**src/rtl/position_pid_clamped_integral_macros.svh**
```systemverilog
// ----------------------------------------------------------------------------
// Position PID assertion macros
// Shorthand for the concurrent checks of the position PID block. Each macro
// samples on i_clk and is disabled while i_rst_n is low.
// ----------------------------------------------------------------------------
`ifndef POSITION_PID_CLAMPED_INTEGRAL_MACROS_SVH
`define POSITION_PID_CLAMPED_INTEGRAL_MACROS_SVH

// Same-cycle implication
`define PPCI_ASSERT_IMPL(name, ante, cons) \
    name: assert property (@(posedge i_clk) disable iff (!i_rst_n) (ante) |-> (cons)) \
        else $error("position_pid_clamped_integral: check failed");

// Next-cycle implication
`define PPCI_ASSERT_NEXT(name, ante, cons) \
    name: assert property (@(posedge i_clk) disable iff (!i_rst_n) (ante) |=> (cons)) \
        else $error("position_pid_clamped_integral: check failed");

`endif

```
**src/rtl/ppci_pkg.sv**
```systemverilog
// ----------------------------------------------------------------------------
// Position PID package
// Widths, register indices, reset values and handshake structs shared by the
// position PID top level and its serial multiplier.
// ----------------------------------------------------------------------------
`default_nettype none

package ppci_pkg;

    // Gains are Q8.8, counts per turn is Q12.4 against Q8.8 turns
    localparam int GAIN_FRAC_BITS = 8;
    localparam int TGT_SHIFT      = 12;

    // Serial multiplier: signed multiplicand, signed multiplier digits
    localparam int MUL_A_W = 34;
    localparam int MUL_B_W = 17;
    localparam int ACC_W   = 52;
    localparam int CNT_W   = 5;

    // Configuration register indices
    localparam int                CFG_ADDR_W = 3;
    localparam logic [CFG_ADDR_W-1:0] CFG_KP  = 3'd0;
    localparam logic [CFG_ADDR_W-1:0] CFG_KI  = 3'd1;
    localparam logic [CFG_ADDR_W-1:0] CFG_KD  = 3'd2;
    localparam logic [CFG_ADDR_W-1:0] CFG_CPT = 3'd3;
    localparam logic [CFG_ADDR_W-1:0] CFG_LIM = 3'd4;

    localparam logic [15:0] CPT_RESET = 16'd17306;
    localparam logic [14:0] LIM_RESET = 15'd970;

    typedef struct packed {
        logic start;
        logic clear;
    } t_mul_req;

    typedef struct packed {
        logic busy;
        logic done;
    } t_mul_stat;

endpackage

`default_nettype wire

```
**src/rtl/ppci_mul.sv**
```systemverilog
// ----------------------------------------------------------------------------
// Serial multiply-accumulate
// Shift-and-add multiplier: one multiplier bit per cycle, the top bit
// weighted negative, products summed into a wide accumulator.
// ----------------------------------------------------------------------------
`default_nettype none

module ppci_mul import ppci_pkg::*; (
    input  logic                      i_clk,
    input  logic                      i_rst_n,
    input  t_mul_req                  i_req,
    input  logic signed [MUL_A_W-1:0] i_a,
    input  logic signed [MUL_B_W-1:0] i_b,
    output t_mul_stat                 o_stat,
    output logic signed [ACC_W-1:0]   o_acc
);

    localparam logic [CNT_W-1:0] LAST = CNT_W'(MUL_B_W - 1);

    logic                    r_busy;
    logic                    r_done;
    logic [CNT_W-1:0]        r_cnt;
    logic signed [ACC_W-1:0] r_mcand;
    logic [MUL_B_W-1:0]      r_mplier;
    logic signed [ACC_W-1:0] r_acc;
    logic signed [ACC_W-1:0] n_acc;

    // Sign bit of the multiplier carries negative weight
    always_comb begin
        if (r_mplier[0]) begin
            n_acc = (r_cnt == LAST) ? (r_acc - r_mcand) : (r_acc + r_mcand);
        end else begin
            n_acc = r_acc;
        end
    end

    always_ff @(posedge i_clk) begin
        if (!i_rst_n) begin
            r_busy <= 1'b0;
            r_done <= 1'b0;
            r_cnt  <= '0;
        end else begin
            r_done <= 1'b0;
            if (i_req.start) begin
                r_busy <= 1'b1;
                r_cnt  <= '0;
            end else if (r_busy) begin
                r_cnt <= r_cnt + 1'b1;
                if (r_cnt == LAST) begin
                    r_busy <= 1'b0;
                    r_done <= 1'b1;
                end
            end
        end
    end

    always_ff @(posedge i_clk) begin
        if (i_req.start) begin
            r_mcand  <= ACC_W'(i_a);
            r_mplier <= i_b;
            if (i_req.clear) begin
                r_acc <= '0;
            end
        end else if (r_busy) begin
            r_acc    <= n_acc;
            r_mcand  <= r_mcand <<< 1;
            r_mplier <= r_mplier >> 1;
        end
    end

    assign o_stat.busy = r_busy;
    assign o_stat.done = r_done;
    assign o_acc       = r_acc;

endmodule

`default_nettype wire

```
**src/rtl/position_pid_clamped_integral.sv**
```systemverilog
// ----------------------------------------------------------------------------
// Positional PID with clamped integral
// One request per control tick: scale the target in turns to encoder counts,
// form the saturated error, update the clamped integral and the derivative
// term, and return the saturated drive command.
// ----------------------------------------------------------------------------
// Each request runs through the single shared shift-and-add multiplier:
// four products (turns by counts per turn, then the three gain terms), each
// stepping through the 17 multiplier bits, one multiplier bit per cycle.
// The error and the integral clamp each have a state of their own. The input
// is taken again only once the block is back in idle, so the block takes no
// new request while one is still being worked; a finished drive sits in the
// output register, so a new request may be accepted while the last drive
// still waits to be taken, and the block holds its next drive until that one
// has gone. Configuration writes land at once and are to be issued only while
// no request is in flight.
`default_nettype none
`include "position_pid_clamped_integral_macros.svh"

module position_pid_clamped_integral import ppci_pkg::*; (
    input  logic                  i_clk,
    input  logic                  i_rst_n,
    // Request stream
    input  logic                  i_s_axis_tvalid,
    output logic                  o_s_axis_tready,
    input  logic [47:0]           i_s_axis_tdata,   // [15:0] target_turns, [47:16] measured_position
    // Drive stream
    output logic                  o_m_axis_tvalid,
    input  logic                  i_m_axis_tready,
    output logic [31:0]           o_m_axis_tdata,   // [31:0] drive
    // Configuration write port
    input  logic                  i_cfg_we,
    input  logic [CFG_ADDR_W-1:0] i_cfg_addr,
    input  logic [15:0]           i_cfg_wdata
);

    typedef enum logic [7:0] {
        S_IDLE = 8'b0000_0001,
        S_TGT  = 8'b0000_0010,
        S_ERR  = 8'b0000_0100,
        S_INT  = 8'b0000_1000,
        S_MP   = 8'b0001_0000,
        S_MI   = 8'b0010_0000,
        S_MD   = 8'b0100_0000,
        S_OUT  = 8'b1000_0000
    } t_state;

    localparam logic signed [32:0]      TGT_BIAS = 33'((64'(1) << TGT_SHIFT) - 1);
    localparam logic signed [ACC_W-1:0] SUM_BIAS = ACC_W'((64'(1) << GAIN_FRAC_BITS) - 1);

    // Configuration registers
    logic signed [15:0] r_kp;
    logic signed [15:0] r_ki;
    logic signed [15:0] r_kd;
    logic [15:0]        r_cpt;
    logic [14:0]        r_lim;

    // Control
    t_state   r_state;
    t_state   n_state;
    t_mul_req r_mul_req;
    t_mul_req n_mul_req;
    logic     r_ovalid;

    // Request payload and working values
    logic signed [15:0] r_turns;
    logic signed [31:0] r_pos;
    logic signed [31:0] r_err;
    logic signed [32:0] r_diff;
    logic [31:0]        r_drive;

    // Controller state kept between ticks
    logic signed [15:0] r_integ;
    logic signed [31:0] r_prev;

    // Multiplier
    t_mul_stat                 mul_stat;
    logic signed [ACC_W-1:0]   mul_acc;
    logic signed [MUL_A_W-1:0] w_mul_a;
    logic signed [MUL_B_W-1:0] w_mul_b;

    logic w_in_acc;
    logic w_out_load;

    // Error path
    logic signed [31:0] w_prod;
    logic signed [32:0] w_prod_bias;
    logic signed [32:0] w_target;
    logic signed [33:0] w_err_raw;
    logic signed [31:0] w_err;

    // Integral and derivative path
    logic signed [33:0] w_integ_raw;
    logic signed [33:0] w_lim;
    logic signed [33:0] w_nlim;
    logic signed [15:0] w_integ;
    logic signed [32:0] w_diff;

    // Drive path
    logic signed [ACC_W-1:0] w_sum_bias;
    logic signed [ACC_W-1:0] w_shift;
    logic [31:0]             w_drive;

    // Check helpers
    logic w_mul_step;
    logic w_integ_ok;

    assign w_in_acc   = i_s_axis_tvalid && (r_state == S_IDLE);
    assign w_out_load = (r_state == S_OUT) && (!r_ovalid || i_m_axis_tready);

    // Count target: truncate the Q.12 product toward zero, then saturate the error
    always_comb begin
        w_prod      = mul_acc[31:0];
        w_prod_bias = 33'(w_prod) + (w_prod[31] ? TGT_BIAS : 33'sd0);
        w_target    = w_prod_bias >>> TGT_SHIFT;
        w_err_raw   = 34'(w_target) - 34'(r_pos);
        if ((&w_err_raw[33:31]) || !(|w_err_raw[33:31])) begin
            w_err = w_err_raw[31:0];
        end else begin
            w_err = w_err_raw[33] ? 32'sh8000_0000 : 32'sh7FFF_FFFF;
        end
    end

    // Integral: add, then clamp to the symmetric limit
    always_comb begin
        w_integ_raw = 34'(r_integ) + 34'(r_err);
        w_lim       = 34'($signed({1'b0, r_lim}));
        w_nlim      = -w_lim;
        priority if (w_integ_raw > w_lim) begin
            w_integ = w_lim[15:0];
        end else if (w_integ_raw < w_nlim) begin
            w_integ = w_nlim[15:0];
        end else begin
            w_integ = w_integ_raw[15:0];
        end
        w_diff = 33'(r_err) - 33'(r_prev);
    end

    // Drive: drop the gain fraction toward zero, then saturate
    always_comb begin
        w_sum_bias = mul_acc + (mul_acc[ACC_W-1] ? SUM_BIAS : '0);
        w_shift    = w_sum_bias >>> GAIN_FRAC_BITS;
        if ((&w_shift[ACC_W-1:31]) || !(|w_shift[ACC_W-1:31])) begin
            w_drive = w_shift[31:0];
        end else begin
            w_drive = w_shift[ACC_W-1] ? 32'h8000_0000 : 32'h7FFF_FFFF;
        end
    end

    // Multiplier operands follow the step in progress
    always_comb begin
        unique case (r_state)
            S_TGT: begin
                w_mul_a = 34'(r_turns);
                w_mul_b = $signed({1'b0, r_cpt});
            end
            S_MP: begin
                w_mul_a = 34'(r_err);
                w_mul_b = 17'(r_kp);
            end
            S_MI: begin
                w_mul_a = 34'(r_integ);
                w_mul_b = 17'(r_ki);
            end
            S_MD: begin
                w_mul_a = 34'(r_diff);
                w_mul_b = 17'(r_kd);
            end
            default: begin
                w_mul_a = '0;
                w_mul_b = '0;
            end
        endcase
    end

    // Sequencer: one multiply per step, the gain terms summed in place
    always_comb begin
        n_state   = r_state;
        n_mul_req = '0;
        unique case (r_state)
            S_IDLE: begin
                if (w_in_acc) begin
                    n_state   = S_TGT;
                    n_mul_req = '{start: 1'b1, clear: 1'b1};
                end
            end
            S_TGT: begin
                if (mul_stat.done) begin
                    n_state = S_ERR;
                end
            end
            S_ERR: begin
                n_state = S_INT;
            end
            S_INT: begin
                n_state   = S_MP;
                n_mul_req = '{start: 1'b1, clear: 1'b1};
            end
            S_MP: begin
                if (mul_stat.done) begin
                    n_state   = S_MI;
                    n_mul_req = '{start: 1'b1, clear: 1'b0};
                end
            end
            S_MI: begin
                if (mul_stat.done) begin
                    n_state   = S_MD;
                    n_mul_req = '{start: 1'b1, clear: 1'b0};
                end
            end
            S_MD: begin
                if (mul_stat.done) begin
                    n_state = S_OUT;
                end
            end
            S_OUT: begin
                if (w_out_load) begin
                    n_state = S_IDLE;
                end
            end
            default: begin
                n_state = S_IDLE;
            end
        endcase
    end

    // Control, configuration and kept state
    always_ff @(posedge i_clk) begin
        if (!i_rst_n) begin
            r_state   <= S_IDLE;
            r_mul_req <= '0;
            r_ovalid  <= 1'b0;
            r_kp      <= '0;
            r_ki      <= '0;
            r_kd      <= '0;
            r_cpt     <= CPT_RESET;
            r_lim     <= LIM_RESET;
            r_integ   <= '0;
            r_prev    <= '0;
        end else begin
            r_state   <= n_state;
            r_mul_req <= n_mul_req;

            if (w_out_load) begin
                r_ovalid <= 1'b1;
            end else if (i_m_axis_tready) begin
                r_ovalid <= 1'b0;
            end

            // Drop writes to indices beyond the register list
            if (i_cfg_we) begin
                unique case (i_cfg_addr)
                    CFG_KP:  r_kp  <= i_cfg_wdata;
                    CFG_KI:  r_ki  <= i_cfg_wdata;
                    CFG_KD:  r_kd  <= i_cfg_wdata;
                    CFG_CPT: r_cpt <= i_cfg_wdata;
                    CFG_LIM: r_lim <= i_cfg_wdata[14:0];
                    default: ;
                endcase
            end

            if (r_state == S_INT) begin
                r_integ <= w_integ;
                r_prev  <= r_err;
            end
        end
    end

    // Payload
    always_ff @(posedge i_clk) begin
        if (w_in_acc) begin
            r_turns <= i_s_axis_tdata[15:0];
            r_pos   <= i_s_axis_tdata[47:16];
        end
        if (r_state == S_ERR) begin
            r_err <= w_err;
        end
        if (r_state == S_INT) begin
            r_diff <= w_diff;
        end
        if (w_out_load) begin
            r_drive <= w_drive;
        end
    end

    ppci_mul u_mul (
        .i_clk   (i_clk),
        .i_rst_n (i_rst_n),
        .i_req   (r_mul_req),
        .i_a     (w_mul_a),
        .i_b     (w_mul_b),
        .o_stat  (mul_stat),
        .o_acc   (mul_acc)
    );

    assign o_s_axis_tready = (r_state == S_IDLE);
    assign o_m_axis_tvalid = r_ovalid;
    assign o_m_axis_tdata  = r_drive;

    // Checks
    assign w_mul_step = (r_state == S_TGT) || (r_state == S_MP) ||
                        (r_state == S_MI) || (r_state == S_MD);
    assign w_integ_ok = (34'(r_integ) <= w_lim) && (34'(r_integ) >= w_nlim);

    `PPCI_ASSERT_NEXT(a_accept_starts, w_in_acc, r_state == S_TGT)
    `PPCI_ASSERT_IMPL(a_start_idle_mul, r_mul_req.start, !mul_stat.busy)
    `PPCI_ASSERT_IMPL(a_done_in_mul_step, mul_stat.done, w_mul_step)
    `PPCI_ASSERT_IMPL(a_integ_in_limit, r_state == S_OUT, w_integ_ok)

endmodule

`default_nettype wire
```
**config.mk**
```make
export PLATFORM = sky130hd
export DESIGN_NAME = position_pid_clamped_integral
export DESIGN_NICKNAME = d
export VERILOG_FILES = /design/src/rtl/ppci_pkg.sv /design/src/rtl/ppci_mul.sv /design/src/rtl/position_pid_clamped_integral.sv
export VERILOG_INCLUDE_DIRS = /design/src /design/src/rtl
export SDC_FILE = /design/constraint.sdc
export NUM_CORES = 1
export LEC_CHECK = 0
export ABC_AREA = 1
export ABC_CLOCK_PERIOD_IN_PS = 4450
export BUFFER_PORTS_ARGS = -buffer_cell sky130_fd_sc_hd__buf_2
export CORE_ASPECT_RATIO = 1.2
export CORE_MARGIN = 2
export CORE_UTILIZATION = 45
export DETAILED_ROUTE_END_ITERATION = 12
export PLACE_DENSITY = 0.6
export SLEW_MARGIN = 20
export SYNTH_ARGS = -nofsm -noshare
export SYNTH_HDL_FRONTEND = slang
export SYNTH_SLANG_ARGS = --single-unit
```
**constraint.sdc**
```tcl
create_clock -name i_clk -period 4.45 [get_ports i_clk]
set_input_delay 0.445 -clock i_clk [delete_from_list [all_inputs] [get_ports i_clk]]
set_output_delay 0.445 -clock i_clk [all_outputs]
set_load 0.05 [all_outputs]
```
==> flow_summary.yaml <==
grt:
  grt_start_max_net_pins: 98
  grt_pass1_vias: 26500
  grtUsageTotal_pct: 27.5
  grt-ovfl-total: 0
  antenna_found_initial: 1
  grt_pass1_wl_mm: 143
timing:
  layout_setup_ws_ns: -0.202
  max-slew-margin-rel_pct: 33.3
  hold_slack_ns: 0.0284
  grt_setup_unrepaired: "yes"
  max_freq_ghz: 0.215
  tightest_slew_ns: 1.00
  finalSetupTns_ns: -4.85
  slew_violations: 0
  period_share_pct: 105
  skew_ns: 0.0371
  hold_viol: 0
  fin_crit_ns: 4.65
  setup_viol: 32
synthesis:
  ys.flop_type: "edfxtp_1"
  syn_area_um2: 29000
  avgSynthCellArea_um2: 7.61
  seq_area_frac_synth_pct: 37.6
  synthCells: 3805
  yosysUniqueCellTypes: 67
  ys_ff_latch: 411
  synthArstFlopShare_pct: 0
  synth_edf_count: 266
  syn-num-nets: 4097
  synth_top_cell_area_share_pct: 27.6
  synth_area_leaders: "edfxtp_1 28%, dfxtp_1 10%, nand2_1 9.9%"
  synth_warnings: 0
  synth_top_area_cell: "edfxtp_1"
routing:
  drt_wl_total_mm: 93.7
  drt_iter0_drc: 1969
  ant_nets: 0
  dr.pass1.iters: 7
  post_drt_wl_per_cell_um: 18.4
  via_count: 27200
  drc: 0
  viasPerCell: 5.34
setup_path:
  cp-end-kind: "register"
  cpMostUsedCell: "nand2_1"
  r2r_slack_ns: -0.20
  r2r-start: "u_mul.o_acc[31]"
  crit_slowest_cell: "edfxtp_1"
  worstPathRequired_ns: 4.80
  cp-start-kind: "register"
  cpPeakStageDelay_ns: 0.47
  critical_path_class: "reg -> reg"
  r2r_cells: 29
  cp_max_fo: 9
  crit_start: "u_mul.o_acc[31]"
  worstPathArrival_ns: 5.00
  rr_endpoint: "r_err[1]"
cells_and_area:
  nNetsFinal: 4524
  fill_cells: 5934
  syn_to_final_growth_pct: 24.5
  antenna-diode-count: 0
  drive_above_1_share_pct: 19.2
  multi_input_area_um2: 16900
  register_area_um2: 10900
clock_tree:
  cts.sinks: 411
  clk_latency_ns: 0.62
  clk_pin_slew_ns: 0.06
  htree_levels: 2
  clock_path_buffers: 3
  numCtsBuffers: 47
  root_buffer: "clkbuf_16"
  tritoncts: "yes"
floorplan:
  fp-row-count: 101
  die_y_um: 282
  die_x_um: 236
  boundaryPins: 106
  die-area_um2: 66400
  core_region_area_um2: 63400
  start_util_pct: 45.7
min_path:
  worstHoldEndpoint: "r_pos[14]"
  whs_path_depth: 1
  min_from: "i_s_axis_tdata[30]"
  hold_class: "in -> reg"
placement:
  port_buffers: 105
  gp_congestion: 0.975
  dp_hpwl_mm: 70.8
power_and_ir_drop:
  peakVddDrop_v: 0.000311
  totalPowerFinal_mw: 13.2
  p_leak_nw: 16.1
  power_density_nw_per_um2: 366
run:
  maxCapViolations: 0
status:
  violations: "negative setup slack"
  status: "finished, violations left"
==> how the worst max path moves through the flow <==
stage                     end
floorplan            r_err[6]
global placement     r_err[0]
detailed placement   r_err[0]
CTS                 r_err[18]
global route        r_err[27]
finish               r_err[1]
==> synth_stat cells, drive strengths merged, types with 2 or more instances <==
cell / number
nand2: 804
inv: 531
nor2: 423
a21oi: 342
o21ai: 316
edfxtp: 266
ha: 216
dfxtp: 145
nand3: 131
xor2: 126
clkbuf: 73
nor3: 70
nand4: 55
xnor2: 42
a31oi: 32
a221oi: 26
o21bai: 22
buf: 20
nand3b: 19
a21boi: 18
o21a: 17
nor4: 16
o211ai: 16
a21o: 10
o221ai: 10
o2111ai: 9
clkinv: 7
a22o: 5
o31ai: 5
a211oi: 4
and2: 4
fa: 4
o311ai: 4
or2: 4
a41oi: 2
nor3b: 2
o2111a: 2
o41ai: 2
==> cell usage in the layout, fill, tap and decap left out, types with 113 or more instances in the layout <==
master	count
dfxtp_1	144
a21oi_1	303
inv_1	510
o21ai_0	266
nand3_1	113
nor2_1	385
ha_1	188
buf_4	305
xor2_1	116
nand2_1	729
edfxtp_1	266
==> layout make-up <==
class / count / share of cell area, %
multi-input cells: 2763 / 46.7
flip-flops and latches: 411 / 30.2
repair buffers: 471 / 9.93
inverters: 538 / 5.60
clock buffers: 56 / 3.47
well taps: 824 / 2.86
clock inverters: 31 / 1.21
==> metrics by stage <==
step / util, % / instance area (µm²) / setup slack [ns] / cells
6_report: 56.9 / 36100 / -0.202 / 5094
5_1_grt: 56.9 / 36100 / -0.443 / 5094
4_1_cts: 54.8 / 34700 / -0.165 / 5065
3_5_place_dp: 51.0 / 32300 / -0.324 / 4925
3_3_place_gp: 51.0 / 32300 / -0.177 / 4925
2_1_floorplan: - / 29000 / 0.0313 / 3805
==> cell families after synthesis <==
kind of cell               Yosys count  share of synthesized area [%]
and+or+nand+nor                   1528                           22.6
AOI/OAI and AO/OA                  847                           16.6
buffers and inverters              631                           8.44
DFF                                411                           37.6
adders and majority gates          220                           9.61
xor gates and xnor gates           168                           5.17
==> where the power goes <==
| group | internal [mW] | switching (mW) | leakage [nW] |
|---|---|---|---|
| logic | 1.75 | 2.44 | 11.6 |
| registers | 4.56 | 0.213 | 3.63 |
| clock network | 2.50 | 1.73 | 0.812 |
==> sequential cells by signal (all words and copies together) (netlist names), 2 cells and up <==
| signal | count |
|---|---|
| u_mul.r_cnt | 5 |
| r_cpt | 16 |
| r_kd | 16 |
| r_kp | 16 |
| r_state | 8 |
| r_prev | 32 |
| r_diff | 33 |
| u_mul.r_mplier | 17 |
| r_integ | 16 |
| r_pos | 32 |
| r_err | 32 |
| r_turns | 16 |
| u_mul.r_mcand | 52 |
| r_lim | 15 |
| o_m_axis_tdata | 32 |
| u_mul.o_acc | 52 |
| r_mul_req | 2 |
| r_ki | 16 |
==> worst max-delay path, delay by kind of cell, from the launching register on <==
family                   cells  cell delay, ns
adder cells (fa/ha/maj)      2            0.64
XOR/XNOR                     1            0.17
AO/OA/AOI/OAI                8            1.22
AND/OR/NAND/NOR             10            0.85
buffers and inverters        8            1.04
flip-flops                   1            0.47
==> routing by layer <==
metal | track usage, % | vias to the layer above | wire length, µm
li1 | - | 13700 | -
met5 | 0 | - | 13
met1 | 33.2 | 12700 | 39300
met2 | 50.1 | 657 | 46800
met4 | 10.5 | 2 | 3440
met3 | 3.12 | 179 | 4120
==> repair_timing <==
action,CTS,global route
endpoints found under the setup margin,45,70
hold endpoints to repair,36,0
pin swaps,22,68
gates resized for setup,61,235
setup buffers,16,25
cloned,1,4
hold buffers,36,0
No activity file was read; power rests on OpenSTA's default activity.
